$ cat config.mk
export PLATFORM = sky130hd
export DESIGN_NAME = dot_star_pattern_matcher_top
export DESIGN_NICKNAME = d
export VERILOG_FILES = /design/src/hw/rtl/dsm_pkg.sv /design/src/hw/rtl/dsm_cell.sv /design/src/hw/rtl/dot_star_pattern_matcher_top.sv
export VERILOG_INCLUDE_DIRS = /design/src /design/src/hw/rtl
export SDC_FILE = /design/constraint.sdc
export NUM_CORES = 1
export LEC_CHECK = 0
export ABC_AREA = 1
export BUFFER_PORTS_ARGS = -buffer_cell sky130_fd_sc_hd__buf_2
export CAP_MARGIN = 5
export CORE_UTILIZATION = 25
export CTS_BUF_LIST = sky130_fd_sc_hd__clkbuf_2
export CTS_CLUSTER_DIAMETER = 40
export CTS_CLUSTER_SIZE = 12
export DETAILED_ROUTE_END_ITERATION = 12
export GPL_ROUTABILITY_DRIVEN = 0
export HOLD_SLACK_MARGIN = 0.03
export SETUP_SLACK_MARGIN = 0.02
export SYNTH_ARGS = -nofsm -noshare
export SYNTH_HDL_FRONTEND = slang
export SYNTH_SLANG_ARGS = --single-unit
$ cat constraint.sdc
create_clock -name clk -period 7.59 [get_ports clk]
set_input_delay 0.759 -clock clk [delete_from_list [all_inputs] [get_ports clk]]
set_output_delay 0.759 -clock clk [all_outputs]
set_load 0.05 [all_outputs]
$ cat src/hw/rtl/assert_macros.svh
// ----------------------------------------------------------------------------
// Assertion macros
// Shared concurrent assertion forms for the pattern matcher RTL.
// ----------------------------------------------------------------------------
`ifndef ASSERT_MACROS_SVH
`define ASSERT_MACROS_SVH

// Checked on every rising edge while reset is released.
`define DSM_ASSERT(lbl, clk, rst_n, prop, msg) \
  lbl: assert property (@(posedge clk) disable iff (!rst_n) prop) else $error(msg);

// Checked on every rising edge, reset included.
`define DSM_ASSERT_ALWAYS(lbl, clk, prop, msg) \
  lbl: assert property (@(posedge clk) prop) else $error(msg);

`endif

$ cat src/hw/rtl/dsm_pkg.sv
// ----------------------------------------------------------------------------
// Dot-star pattern matcher package
// Types, constants and register indexes shared by the matcher modules.
// ----------------------------------------------------------------------------
package dsm_pkg;

  localparam int MAX_TOKENS = 16;
  localparam int CHAR_W     = 8;
  localparam int LEN_W      = 5;
  localparam int FLAG_W     = 16;
  localparam int CFG_DATA_W = 64;
  localparam int CFG_IDX_W  = 3;

  localparam logic [CHAR_W-1:0] NUL_CHAR = 8'h00;

  typedef enum logic [CFG_IDX_W-1:0] {
    CFG_CHARS_LOW  = 3'd0,
    CFG_CHARS_HIGH = 3'd1,
    CFG_DOT_FLAGS  = 3'd2,
    CFG_STAR_FLAGS = 3'd3,
    CFG_PAT_LENGTH = 3'd4
  } cfg_idx_t;

  typedef enum logic [1:0] {
    MODE_STEP  = 2'd0,
    MODE_START = 2'd1,
    MODE_CLOSE = 2'd2
  } mode_t;

  typedef struct packed {
    logic              action;
    logic [CHAR_W-1:0] text_char;
  } in_item_t;

  typedef struct packed {
    logic matched;
    logic hopeless;
  } out_item_t;

  typedef struct packed {
    logic [CHAR_W-1:0] ch;
    logic              dot;
    logic              star;
    logic              en;
    logic              in_range;
  } tok_t;

  typedef struct packed {
    logic              load;
    mode_t             mode;
    logic [CHAR_W-1:0] text_char;
  } ctl_t;

  typedef struct packed {
    logic adv;
    logic pass;
  } link_t;

endpackage

$ cat src/hw/rtl/dsm_cell.sv
// ----------------------------------------------------------------------------
// Pattern matcher cell
// Holds the active bit of one pattern position, advances it on a text
// character and forwards advance and star-skip signals to the next cell.
// ----------------------------------------------------------------------------
module dsm_cell (
  input  logic          clk,
  input  logic          rst_n,
  input  logic          first,
  input  dsm_pkg::tok_t tok,
  input  dsm_pkg::ctl_t ctl,
  input  dsm_pkg::link_t link_in,
  output dsm_pkg::link_t link_out,
  output logic          act,
  output logic          closed
);

  logic act_r;
  logic act_nxt;
  logic hit;
  logic accept;
  logic raw;

  always_comb begin
    hit    = tok.dot ? (ctl.text_char != dsm_pkg::NUL_CHAR) : (tok.ch == ctl.text_char);
    accept = act_r & hit & tok.en;
    case (ctl.mode)
      dsm_pkg::MODE_STEP:  raw = (accept & tok.star) | link_in.adv;
      dsm_pkg::MODE_START: raw = first;
      dsm_pkg::MODE_CLOSE: raw = act_r & tok.in_range;
      default:             raw = 1'b0;
    endcase
    closed        = raw | link_in.pass;
    link_out.adv  = accept & ~tok.star;
    link_out.pass = closed & tok.star & tok.en;
    act_nxt       = ctl.load ? closed : act_r;
  end

  always_ff @(posedge clk) begin
    if (!rst_n) begin
      act_r <= first;
    end else begin
      act_r <= act_nxt;
    end
  end

  assign act = act_r;

endmodule

$ cat src/hw/rtl/dot_star_pattern_matcher_top.sv
// ----------------------------------------------------------------------------
// Dot-star pattern matcher
// Whole-string matcher for patterns of literal, dot and starred tokens,
// built as a row of position cells.
// ----------------------------------------------------------------------------
// Usage:
// The input channel (in_valid, in_ready, in_data) carries one item per
// transfer: action 0 starts a new empty string, action 1 appends text_char.
// Every item gives one result on the output channel (out_valid, out_ready,
// out_data): matched when the text so far matches the whole pattern, and
// hopeless when no pattern position is left active.
// The result appears in the cycle after the input transfer, and one item is
// taken every cycle while the receiver keeps up; the whole position row is
// updated in one pass through the cells. When the receiver stalls, the
// result is held and in_ready stays low until it is taken, or is high in
// the cycle in which it is taken.
// Configuration writes on cfg_we/cfg_index/cfg_wdata take effect at once;
// in the cycle after the last write the cells re-close the active set
// under the new pattern, and in_ready is low during writes and that cycle.
// Reset clears the configuration registers to zero, makes only position zero
// active and empties the output register.
// ----------------------------------------------------------------------------
`include "assert_macros.svh"

module dot_star_pattern_matcher_top #(
  parameter int MAX_TOKENS = dsm_pkg::MAX_TOKENS
) (
  input  logic                             clk,
  input  logic                             rst_n,
  input  logic                             in_valid,
  output logic                             in_ready,
  input  dsm_pkg::in_item_t                in_data,
  output logic                             out_valid,
  input  logic                             out_ready,
  output dsm_pkg::out_item_t               out_data,
  input  logic                             cfg_we,
  input  logic [dsm_pkg::CFG_IDX_W-1:0]    cfg_index,
  input  logic [dsm_pkg::CFG_DATA_W-1:0]   cfg_wdata
);

  localparam int POS_W = MAX_TOKENS + 1;
  localparam int IDX_W = $clog2(POS_W);

  logic [dsm_pkg::CFG_DATA_W-1:0] chars_low_r;
  logic [dsm_pkg::CFG_DATA_W-1:0] chars_high_r;
  logic [dsm_pkg::FLAG_W-1:0]     dot_flags_r;
  logic [dsm_pkg::FLAG_W-1:0]     star_flags_r;
  logic [dsm_pkg::LEN_W-1:0]      pat_length_r;
  logic                           dirty_r;
  logic                           out_valid_r;
  dsm_pkg::out_item_t             out_data_r;
  dsm_pkg::out_item_t             out_data_nxt;

  logic [2*dsm_pkg::CFG_DATA_W-1:0] chars;
  logic [IDX_W-1:0]                 len_eff;
  logic                             in_accept;
  dsm_pkg::ctl_t                    ctl;
  dsm_pkg::link_t                   links [0:POS_W];
  logic [POS_W-1:0]                 act_vec;
  logic [POS_W-1:0]                 closed_vec;

  assign chars   = {chars_high_r, chars_low_r};
  assign len_eff = (pat_length_r > dsm_pkg::LEN_W'(MAX_TOKENS)) ? IDX_W'(MAX_TOKENS)
                                                                 : pat_length_r[IDX_W-1:0];

  assign in_ready  = !dirty_r && !cfg_we && (!out_valid_r || out_ready);
  assign in_accept = in_valid && in_ready;

  always_comb begin
    ctl.load      = in_accept || (dirty_r && !cfg_we);
    ctl.text_char = in_data.text_char;
    if (in_accept) begin
      ctl.mode = in_data.action ? dsm_pkg::MODE_STEP : dsm_pkg::MODE_START;
    end else begin
      ctl.mode = dsm_pkg::MODE_CLOSE;
    end
  end

  assign links[0] = '0;

  for (genvar i = 0; i < POS_W; i++) begin : g_cell
    dsm_pkg::tok_t tok;
    if (i < MAX_TOKENS) begin : g_tok
      assign tok.ch   = chars[dsm_pkg::CHAR_W*i +: dsm_pkg::CHAR_W];
      assign tok.dot  = dot_flags_r[i];
      assign tok.star = star_flags_r[i];
    end else begin : g_end
      assign tok.ch   = dsm_pkg::NUL_CHAR;
      assign tok.dot  = 1'b0;
      assign tok.star = 1'b0;
    end
    assign tok.en       = IDX_W'(i) < len_eff;
    assign tok.in_range = IDX_W'(i) <= len_eff;

    dsm_cell u_cell (
      .clk      (clk),
      .rst_n    (rst_n),
      .first    (i == 0),
      .tok      (tok),
      .ctl      (ctl),
      .link_in  (links[i]),
      .link_out (links[i+1]),
      .act      (act_vec[i]),
      .closed   (closed_vec[i])
    );
  end

  always_comb begin
    out_data_nxt.matched  = closed_vec[len_eff];
    out_data_nxt.hopeless = ~|closed_vec;
  end

  always_ff @(posedge clk) begin
    if (!rst_n) begin
      chars_low_r  <= '0;
      chars_high_r <= '0;
      dot_flags_r  <= '0;
      star_flags_r <= '0;
      pat_length_r <= '0;
      dirty_r      <= 1'b0;
      out_valid_r  <= 1'b0;
    end else begin
      dirty_r <= cfg_we;
      if (cfg_we) begin
        case (dsm_pkg::cfg_idx_t'(cfg_index))
          dsm_pkg::CFG_CHARS_LOW:  chars_low_r  <= cfg_wdata;
          dsm_pkg::CFG_CHARS_HIGH: chars_high_r <= cfg_wdata;
          dsm_pkg::CFG_DOT_FLAGS:  dot_flags_r  <= cfg_wdata[dsm_pkg::FLAG_W-1:0];
          dsm_pkg::CFG_STAR_FLAGS: star_flags_r <= cfg_wdata[dsm_pkg::FLAG_W-1:0];
          dsm_pkg::CFG_PAT_LENGTH: pat_length_r <= cfg_wdata[dsm_pkg::LEN_W-1:0];
          default: ;
        endcase
      end
      if (in_accept) begin
        out_valid_r <= 1'b1;
      end else if (out_ready) begin
        out_valid_r <= 1'b0;
      end
    end
  end

  always_ff @(posedge clk) begin
    if (in_accept) begin
      out_data_r <= out_data_nxt;
    end
  end

  assign out_valid = out_valid_r;
  assign out_data  = out_data_r;

  `DSM_ASSERT(a_no_accept_when_dirty, clk, rst_n, dirty_r |-> !in_ready, "item taken during re-close")
  `DSM_ASSERT(a_result_follows, clk, rst_n, in_accept |=> out_valid_r, "no result after transfer")
  `DSM_ASSERT(a_match_not_hopeless, clk, rst_n, out_valid_r |-> !(out_data_r.matched && out_data_r.hopeless), "matched and hopeless together")
  `DSM_ASSERT_ALWAYS(a_reset_set, clk, !rst_n |=> (act_vec == POS_W'(1)), "reset set is not position zero")

endmodule

# After elaboration in Yosys (flattened, before gate mapping)

Cells that the tools add are included.

Bits of input ports: 81
Register bits: 186
Output and inout port bits: 4

Reduce and logical (&&, ||, !) cells: 20
Bitwise gates (word level): 160
Mux-type cells: 40
$lt $le $gt $ge: 35
Eq/ne operators: 22

Operators with widths:

| cell                                                                             | number |
|---|---|
| 8-bit == test                                                                    | 16 |
| 1-bit bitwise AND                                                                | 113 |
| 4-bit by 5-bit less-or-equal comparator with 1-bit output (first input constant) | 8 |
| 4-bit by 5-bit < comparator with 1-bit output (first input constant)             | 8 |
| 1-bit one-hot mux with 2 select lines                                            | 16 |
| 1-bit bitwise OR                                                                 | 31 |
| 3-bit by 5-bit less-or-equal comparator with 1-bit output (first input constant) | 4 |
| 3-bit by 5-bit < comparator with 1-bit output (first input constant)             | 4 |
| 1-bit 2-to-1 mux                                                                 | 20 |
| 17-bit OR reduction                                                              | 1 |
| 1-bit NOT                                                                        | 16 |
| 1-bit by 5-bit less-or-equal comparator with 1-bit output (first input constant) | 2 |
| 2-bit by 5-bit less-or-equal comparator with 1-bit output (first input constant) | 2 |
| 1-bit by 5-bit < comparator with 1-bit output (first input constant)             | 2 |
| 2-bit by 5-bit < comparator with 1-bit output (first input constant)             | 2 |
| 2-bit AND reduction                                                              | 5 |
| 8-bit nonzero test                                                               | 1 |
| 3-bit by 2-bit == test with 1-bit output (second input constant)                 | 2 |
| 5-bit by 6-bit < comparator with 1-bit output (second input constant)            | 1 |
| 1-bit binary-select mux with 5-bit select                                        | 1 |
| 5-bit > comparator (second input constant)                                       | 1 |
| 5-bit less-or-equal comparator (first input constant)                            | 1 |
| 5-bit 2-to-1 mux                                                                 | 1 |
| 1-bit logical AND                                                                | 4 |
| 11 further kinds                                                                 | 15 |

# Logic depth before layout (Yosys ltp)

Gate-level depths: netlist of run 1.

Depth in word-level cells: 57
Gate-level depth with buffers: 44
Gate-level depth less buffers: 43

# Cells and area by module

A second synthesis of run 1 with hierarchy kept.

Cells, all modules: 1810
Area, all modules: 11085.6 um2

By module, submodules not included:

| module                       | times used | cells an instance | area an instance (um2) | seq. area each (um2) |
|---|---|---|---|---|
| dot_star_pattern_matcher_top | 1          | 841               | 6299.8                 | 3403.3 |
| dsm_cell                     | 17         | 57                | 281.5                  | 30.0 |

# Least setup slack after synthesis of run 1

No wires, ideal clock.

Path type: input-to-reg
Start: in out_ready
End: reg out_data_r, in the netlist out_data[1] (data pin)
Buffers on the path: 0
Cell stages on the path: 39
Data required time: 7.334 ns
Data arrival time: 4.039 ns
Library setup time: 0.256 ns
Path slack: 3.295 ns
Path through: nor2_1 -> nor3_2 -> nand2_4 -> nor2_4 -> nand2_1 -> nand3_2 -> nand3_2 -> nand2_2 -> nand2_4 -> nand2_4 -> nand2_4 -> nand2_4 -> nand2_4 -> nand2_4 -> nand2_4 -> nand2_4 -> nand2_4 -> nand2_4 -> (+3 left out) -> nand2_2 -> nand2_2 -> nand2_2 -> nand2_4 -> nand2_4 -> nand2_4 -> nand2_4 -> nand2_4 -> nand2_4 -> nand2_4 -> nand2_2 -> nand2_2 -> nand2_2 -> nand2_2 -> nand2_2 -> nand2_2 -> inv_2 -> nand3_2

RTL lines:

| item                   | line                                | text |
|---|---|---|
| start: declaration     | dot_star_pattern_matcher_top.sv:34  | `input logic out_ready,` |
| end signal: assignment | dot_star_pattern_matcher_top.sv:144 | `out_data_r <= out_data_nxt;` |
| end: declaration       | dot_star_pattern_matcher_top.sv:51  | `dsm_pkg::out_item_t out_data_r;` |

==> results of run 1 <==
power by group through the flow:
stage               combinational [mW]  sequential (mW)  clock, mW
floorplan                        0.172             1.06          0
global placement                 0.261             1.06          0
detailed placement               0.262             1.06          0
CTS                              0.264             1.05      0.542
global route                     0.294             1.05      0.591
finish                           0.266             1.05      0.533
routing by layer:
| layer | global-route usage | share of wire |
|---|---|---|
| met1 | 0.2335 | 0.47 |
| met2 | 0.2421 | 0.43 |
| met3 | 0.03593 | 0.081 |
| met4 | 0.03933 | 0.014 |
| met5 | 0 | 0.00029 |
sequential cells by signal, indices dropped and copies added, names as in the netlist:
name	flops
chars_high_r	64
chars_low_r	64
g_cell.u_cell.act	17
dot_flags_r	16
star_flags_r	16
pat_length_r	5
out_data	2
dirty_r	1
out_valid	1
cells in the mapped netlist (all sizes together) (3+ instances only):
cell type	instances	area share
a32oi	12	0.011
nand4	31	0.021
o21bai	9	0.0071
o41ai	8	0.0074
o221ai	6	0.0055
nor4	5	0.0033
o31ai	3	0.0024
nor2	175	0.072
inv	160	0.063
o2111ai	13	0.012
nand2	209	0.11
buf	20	0.011
nor3	5	0.0037
nand3	36	0.021
dfxtp	184	0.39
xnor2	49	0.045
xor2	6	0.0055
clkbuf	54	0.021
or2	14	0.0092
o211ai	8	0.0063
o21ai	183	0.096
a21oi	117	0.063
o22ai	9	0.0059
worst register-to-register path, delay by kind of cell (launching register included):
kind	cells	cell delay, ps
and+or+nand+nor	38	3350
DFF	1	370
buffers and inverters	2	90
logic make-up (layout without fill, tap and decap cells):
family          Yosys count  count (layout)  synth area share
xor+xnor                 55              55           0.05069
compound gates          372             372            0.2201
buf+inv                 236             283           0.09717
other cells               0               1                 0
simple gates            477             477            0.2381
flops                   186             186            0.3939
stage by stage:
step                cells  hold slack (ps)  total power [mW]
CTS                  1884            51.56             1.853
global placement     1852            447.2             1.325
finish               1885            111.5             1.847
floorplan            1326            436.3             1.231
global route         1885            37.53             1.939
detailed placement   1852            450.5             1.327
layout make-up:
class,instances,area share
clock buffer,18,0.008545
timing repair buffer,89,0.04367
multi-input combinational,904,0.4593
clock inverter,14,0.01448
tap,511,0.06065
inverter,162,0.05803
antenna,1,0.0002374
sequential,186,0.3551
how the worst max path moves through the flow:
stage / startpoint / endpoint / slack (ps) / cells past startpoint
2_1_floorplan: out_ready / out_data[1] / 3290 / 39
3_3_place_gp: in_data[6] / out_data[0] / 3020 / 34
3_5_place_dp: in_data[6] / out_data[0] / 2920 / 34
4_1_cts: out_valid / out_data[1] / 3550 / 40
5_1_grt: out_valid / out_data[1] / 3180 / 40
6_report: out_valid / out_data[1] / 3560 / 40
==> impl_metrics.yaml, run 1 <==
status:
  outcome: "finished clean"
power_and_ir_drop:
  internal_power_mw: 1.246
  ir_worst_vdd_mv: 0.09269
  p_clk_frac: 0.289
  p_sw_mw: 0.6015
  pwr-share-seq: 0.568
  switching_share: 0.3256
  pwr_density_cell_nw_per_um2: 175.2
  combPwrFrac: 0.144
  p_leak_nw: 4.279
critical_path:
  cpMostUsedCell: "nand2_4"
  path_class: "reg2reg"
  path_buf_inv: 2
  critical_path_required_ps: 8210
  reg2reg_from: "out_valid"
  cp-end-kind: "register"
  startpoint_type: "register"
  r2r_end: "out_data[1]"
  rrSetupSlack_ps: 3560
  arrival_ps: 4650
  critPathSlowestCell: "nor2_4"
  critical_path.max_stage_delay_ps: 460
  rr_worst_depth: 40
  critPathTopFamily: "simple AND/OR/NAND/NOR gates"
  cp_max_fo: 17
finish:
  multi_input_area_um2: 4842
  stdcell_area_um2: 10540
  layout_commonest_cell: "dfxtp_1"
  area_delta_synth_final_pct: 10.94
  fillers: 4121
  seq_area_um2: 3744
  nNetsFinal: 1441
  layout-drive-gt1-share: 0.1500
  fin_util: 0.2806
  final_cell_mix: "184 x dfxtp_1, 181 x o21ai_0, 172 x nand2_1, 169 x nor2_1, 142 x inv_1"
cts:
  cts_buffers: 17
  root_buffer: "clkbuf_2"
  path_clk_slew_ps: 320
  post-cts-setup-buffer-count: 0
  post_cts_resized: 0
  h-tree-depth: 4
  cts_tree: "yes"
  cts_max_path_buffers: 2
  clkSinkCount: 186
  ctsHoldBuffers: 0
  clkLatencyLatePin_ps: 850
timing:
  setup_viol: 0
  rsz0062_at_grt: "false"
  post-route-period-util: 0.5309
  fmax_mhz: 248.2
  fin_skew_ps: 43.75
  setup_tns_ps: 0
  slew_headroom: 0.2468
  worst_slew_pin_slew_ps: 1115
  min_period_ps: 4030
  final_hold_viol_count: 0
  setup_ws_ps: 3560
  maxSlewViolCount: 0
drt:
  firstDrtPassIters: 5
  route.detailed.drc: 0
  routed_wl_um: 31060
  antenna_left: 0
  drt_iter0_markers: 758
  vias: 9100
  wl_per_cell_um: 16.48
  viasPerCell: 4.828
floorplanning:
  start_util: 0.2529
  fp.dieArea_um2: 38800
  coreArea_um2: 37580
  die_h_um: 197.0
  die_w_um: 197.0
  placementRows: 71
  io_pins: 85
place:
  port_buffers: 84
  place_area_um2: 10300
  pre_cts_ws_ps: 2917
  dp_hpwl_um: 22120
yosys:
  syn-num-nets: 1407
  yosysSeqAreaShare: 0.3939
  synth_cell_types: 46
  postSynthAreaPerCell_um2: 7.167
  synth_edf_count: 2
  yosysWarnings: 0
  synthCells: 1326
  synth-seq-cells: 186
  synth_ff_type: "dfxtp_1"
  async_reset_ff_frac: 0
  syn-cell-area_um2: 9503
min_path:
  holdPathEnd: "chars_high_r[56]"
  holdPathStages: 3
  worst_hold_startpoint: "cfg_wdata[56]"
  min_path_type: "in2reg"
flow_run:
  max-cap-violations: 0
global_routing:
  grt_pass1_wl_um: 47900
  grt-ovfl-total: 0
  grt_max_degree: 129
  antenna_found_initial: 2
  first_global_vias: 8231
  track_usage: 0.1619
Power figures use the tool's default switching activity.
==> inputs of run 2 (changes only) <==
- clock period: 7.59 -> 3.5 ns (I/O delays scaled with it)
==> impl_metrics.yaml, run 2 (synthesized netlist as in run 1, its figures left out) <==
floorplanning:
  placementRows: 71
  die_w_um: 197.0
  coreArea_um2: 37580
  io_pins: 85
  start_util: 0.2529
  fp.dieArea_um2: 38800
  die_h_um: 197.0
drt:
  route.detailed.drc: 0
  drt_iter0_markers: 896
  routed_wl_um: 32710
  viasPerCell: 4.663
  firstDrtPassIters: 5
  antenna_left: 0
  wl_per_cell_um: 15.77
  vias: 9671
cts:
  cts_max_path_buffers: 2
  clkLatencyLatePin_ps: 840
  cts_buffers: 17
  clkSinkCount: 186
  path_clk_slew_ps: 330
  cts_tree: "yes"
  h-tree-depth: 4
  root_buffer: "clkbuf_2"
timing:
  worst_slew_pin_slew_ps: 1187
  setup_viol: 0
  final_hold_viol_count: 0
  maxSlewViolCount: 0
  whs_ps: 288.4
  fin_skew_ps: 57.50
  setup_ws_ps: 161.0
  rsz0062_at_grt: "true"
  slew_headroom: 0.2062
  min_period_ps: 3339
  fmax_mhz: 299.5
  post-route-period-util: 0.9540
finish:
  final_cell_mix: "180 x o21ai_0, 174 x dfxtp_1, 166 x nand2_1, 166 x nor2_1, 139 x inv_1"
  area_delta_synth_final_pct: 31.19
  fillers: 4029
  layout-drive-gt1-share: 0.2228
  nNetsFinal: 1630
  layout_commonest_cell: "o21ai_0"
  stdcell_area_um2: 12470
global_routing:
  grt_pass1_wl_um: 50570
  antenna_found_initial: 1
  grt_max_degree: 96
  track_usage: 0.1690
  first_global_vias: 9143
  grt-ovfl-total: 0
critical_path:
  path_buf_inv: 3
  critPathSlowestCell: "dfxtp_2"
  cp_max_fo: 5
  critical_path.max_stage_delay_ps: 440
  startpoint_type: "register"
  crit_path_start: "pat_length_r[4]"
  critPathTopFamily: "simple AND/OR/NAND/NOR gates"
  cpMostUsedCell: "nand2_4"
  reg2reg_from: "pat_length_r[4]"
  cp-end-kind: "register"
  critical_path_required_ps: 4120
  path_class: "reg2reg"
  arrival_ps: 3960
place:
  port_buffers: 84
  pre_cts_ws_ps: -186.6
  place_area_um2: 11110
  dp_hpwl_um: 23820
status:
  outcome: "finished clean"
power_and_ir_drop:
  p_leak_nw: 5.293
  ir_worst_vdd_mv: 0.2065
  pwr_density_cell_nw_per_um2: 345.3
min_path:
  min_path_type: "in2reg"
  worst_hold_startpoint: "cfg_wdata[56]"
flow_run:
  max-cap-violations: 0
## run 2: layer usage
| layer | GRT usage | part of all wire |
|---|---|---|
| met5 | 0 | 0 |
| met3 | 0.02447 | 0.059 |
| met1 | 0.2441 | 0.48 |
| met4 | 0.05111 | 0.024 |
| met2 | 0.2576 | 0.43 |
## run 2: repair_timing
| action | 4_1_cts | 5_1_grt |
|---|---|---|
| hold buffers | 82 | 0 |
| hold endpoints to repair | 170 | 0 |
| resized for setup | 0 | 45 |
| buffers inserted | 0 | 12 |
| setup endpoints to repair | 0 | 5 |
## run 2: path summary, 6_finish.rpt
path / end / slack (ps) / cells after the start
worst max-delay path: out_data[1] / 160 / 38
worst min-delay path: chars_high_r[56] / 290 / 4
worst max register to register: out_data[1] / 160 / 38
worst min register to register: chars_low_r[4] / 480 / 2
## run 2: stage by stage
step	total power [mW]	TNS, ps	std cells	util
final	4.304	0	2074	0.3318
after global routing	4.502	-143.9	2073	0.3317
after CTS	4.301	0	2061	0.3251
after detailed placement	2.964	-358.2	1947	0.2957
after global placement	2.959	-220.0	1947	0.2957
after floorplan	2.671	-719.7	1326	-
## run 2: final cells by class
class | count | area (µm²) | share of cell area
multi-input cells | 904 | 4977 | 0.3992
flip-flops and latches | 186 | 3761 | 0.3017
repair buffers | 278 | 2183 | 0.1751
well taps | 511 | 639.4 | 0.05128
inverters | 162 | 619.3 | 0.04968
clock inverters | 15 | 198.9 | 0.01596
clock buffers | 17 | 85.08 | 0.006825
diodes | 1 | 2.502 | 0.0002007
## run 2: worst reg2reg max path: cells and delay by family (launching register included)
family                 cells  cell delay [ps]
AND/OR/NAND/NOR           31             1940
buffers and inverters      3              280
AO/OA/AOI/OAI              4              490
flip-flops                 1              440
## run 2: power breakdown
group          total, mW  switching, mW  internal [mW]
registers           2.27         0.0559           2.22
clock network       1.27          0.896          0.376
logic              0.760          0.431          0.329
==> inputs of run 3 (changes only) <==
- CELL_PAD_IN_SITES_DETAIL_PLACEMENT: unset -> 0
- CELL_PAD_IN_SITES_GLOBAL_PLACEMENT: unset -> 1
- PLACE_DENSITY_LB_ADDON: unset -> 0.1
==> impl_metrics.yaml, run 3 (synthesized netlist as in run 1, its figures left out) <==
drt:
  routed_wl_um: 36090
  viasPerCell: 4.492
  firstDrtPassIters: 5
  drt_iter0_markers: 408
  vias: 9420
  antenna_left: 0
  wl_per_cell_um: 17.21
  route.detailed.drc: 0
power_and_ir_drop:
  p_leak_nw: 5.395
  ir_worst_vdd_mv: 0.1858
  power.total_mw: 4.167
  pwr_density_cell_nw_per_um2: 330.1
critical_path:
  arrival_ps: 3980
  critPathSlowestCell: "dfxtp_4"
  r2r_end: "out_data[1]"
  startpoint_type: "register"
  rr_worst_depth: 35
  critical_path_required_ps: 4090
  critical_path.max_stage_delay_ps: 440
  rrSetupSlack_ps: 110
  crit_path_start: "pat_length_r[4]"
  path_class: "reg2reg"
  crit_end: "out_data[1]"
  cpMostUsedCell: "nand2_4"
  cp_max_fo: 6
  cp-end-kind: "register"
  reg2reg_from: "pat_length_r[4]"
floorplanning:
  coreArea_um2: 37580
  die_w_um: 197.0
  fp.dieArea_um2: 38800
  start_util: 0.2529
  placementRows: 71
  die_h_um: 197.0
  io_pins: 85
timing:
  whs_ps: 127.8
  fin_skew_ps: 55.04
  slew_headroom: 0.5500
  maxSlewViolCount: 0
  setup_viol: 0
  worst_slew_pin_slew_ps: 675.0
  post-route-period-util: 0.9685
  min_period_ps: 3390
  rsz0062_at_grt: "true"
  final_hold_viol_count: 0
  setup_ws_ps: 110.3
  fmax_mhz: 295.0
global_routing:
  first_global_vias: 9196
  antenna_found_initial: 2
  grt_max_degree: 129
  track_usage: 0.1900
  grt_pass1_wl_um: 55410
  grt-ovfl-total: 0
place:
  dp_hpwl_um: 26390
  pre_cts_ws_ps: -226.0
  place_area_um2: 11210
  placed_cells: 1961
  port_buffers: 84
min_path:
  worst_hold_startpoint: "cfg_index[1]"
  min_path_type: "in2reg"
finish:
  final_cell_mix: "179 x o21ai_0, 164 x nand2_1, 163 x dfxtp_1, 162 x nor2_1, 139 x inv_1"
  area_delta_synth_final_pct: 32.82
  fillers: 4096
  nNetsFinal: 1655
  finalNonFillerCells: 2097
  layout-drive-gt1-share: 0.2372
  layout_commonest_cell: "o21ai_0"
  stdcell_area_um2: 12620
cts:
  cts_max_path_buffers: 2
  clkLatencyLatePin_ps: 840
  root_buffer: "clkbuf_2"
  cts_buffers: 17
  h-tree-depth: 4
  cts_tree: "yes"
  clkSinkCount: 186
  path_clk_slew_ps: 280
status:
  outcome: "finished clean"
flow_run:
  max-cap-violations: 0
## run 3: cell count changes in the layout (fill, tap and decap cells not counted), moves of 3 or more
cell,previous run,this run
inv_8,5,2
dfxtp_2,8,17
dfxtp_1,174,163
nor2_2,3,8
buf_4,103,117
dlygate4sd3_1,82,95
nor2_1,166,162
## run 3: per-stage QoR
step / TNS (ps) / util
2_1_floorplan: -719.7 / -
3_3_place_gp: -478.3 / 0.2982
3_5_place_dp: -537.5 / 0.2982
4_1_cts: 0 / 0.3291
5_1_grt: -334.4 / 0.3359
6_report: 0 / 0.3359
## run 3: cell type report
| cell class | count | area, µm² | area share |
|---|---|---|---|
| antenna | 1 | 2.502 | 0.0001983 |
| clock buffer | 18 | 90.09 | 0.007137 |
| clock inverter | 12 | 116.4 | 0.009219 |
| inverter | 162 | 619.3 | 0.04907 |
| multi-input combinational | 904 | 4987 | 0.3951 |
| sequential | 186 | 3780 | 0.2995 |
| tap | 511 | 639.4 | 0.05065 |
| timing repair buffer | 303 | 2387 | 0.1891 |
## run 3: worst min-delay path by stage
stage | cells past startpoint | endpoint | slack (ps)
final | 4 | pat_length_r[3] | 130
after global routing | 4 | pat_length_r[3] | 80
after CTS | 4 | dot_flags_r[6] | 30
after detailed placement | 2 | chars_low_r[9] | 450
after global placement | 2 | chars_low_r[8] | 450
after floorplan | 2 | chars_low_r[36] | 440
## run 3: power by group
group          leakage [nW]  switching (mW)  internal [mW]
sequential             1.53          0.0560           2.22
combinational          3.74           0.440          0.337
clock                 0.129           0.855          0.265
total                  5.39            1.35           2.82
## run 3: timing repair
action	4_1_cts	5_1_grt
pin swaps	0	31
endpoints found under the setup margin	1	5
hold buffers	95	0
endpoints found under the hold margin	170	0
resized for setup	2	62
buffers inserted	0	10
## run 3: worst max-delay path, delay by kind of cell (launching register included)
family / cells / cell delay [ps]
and+or+nand+nor: 29 / 1930
DFF: 1 / 440
AOI/OAI and AO/OA: 3 / 420
buffers and inverters: 3 / 360
## run 3: metal layers
layer / vias to the layer above / track usage / part of all wire
li1: 4874 / - / -
met1: 4436 / 0.2536 / 0.49
met2: 87 / 0.3230 / 0.48
met3: 21 / 0.02789 / 0.020
met4: 2 / 0.03933 / 0.012
met5: - / 0 / 0.00022
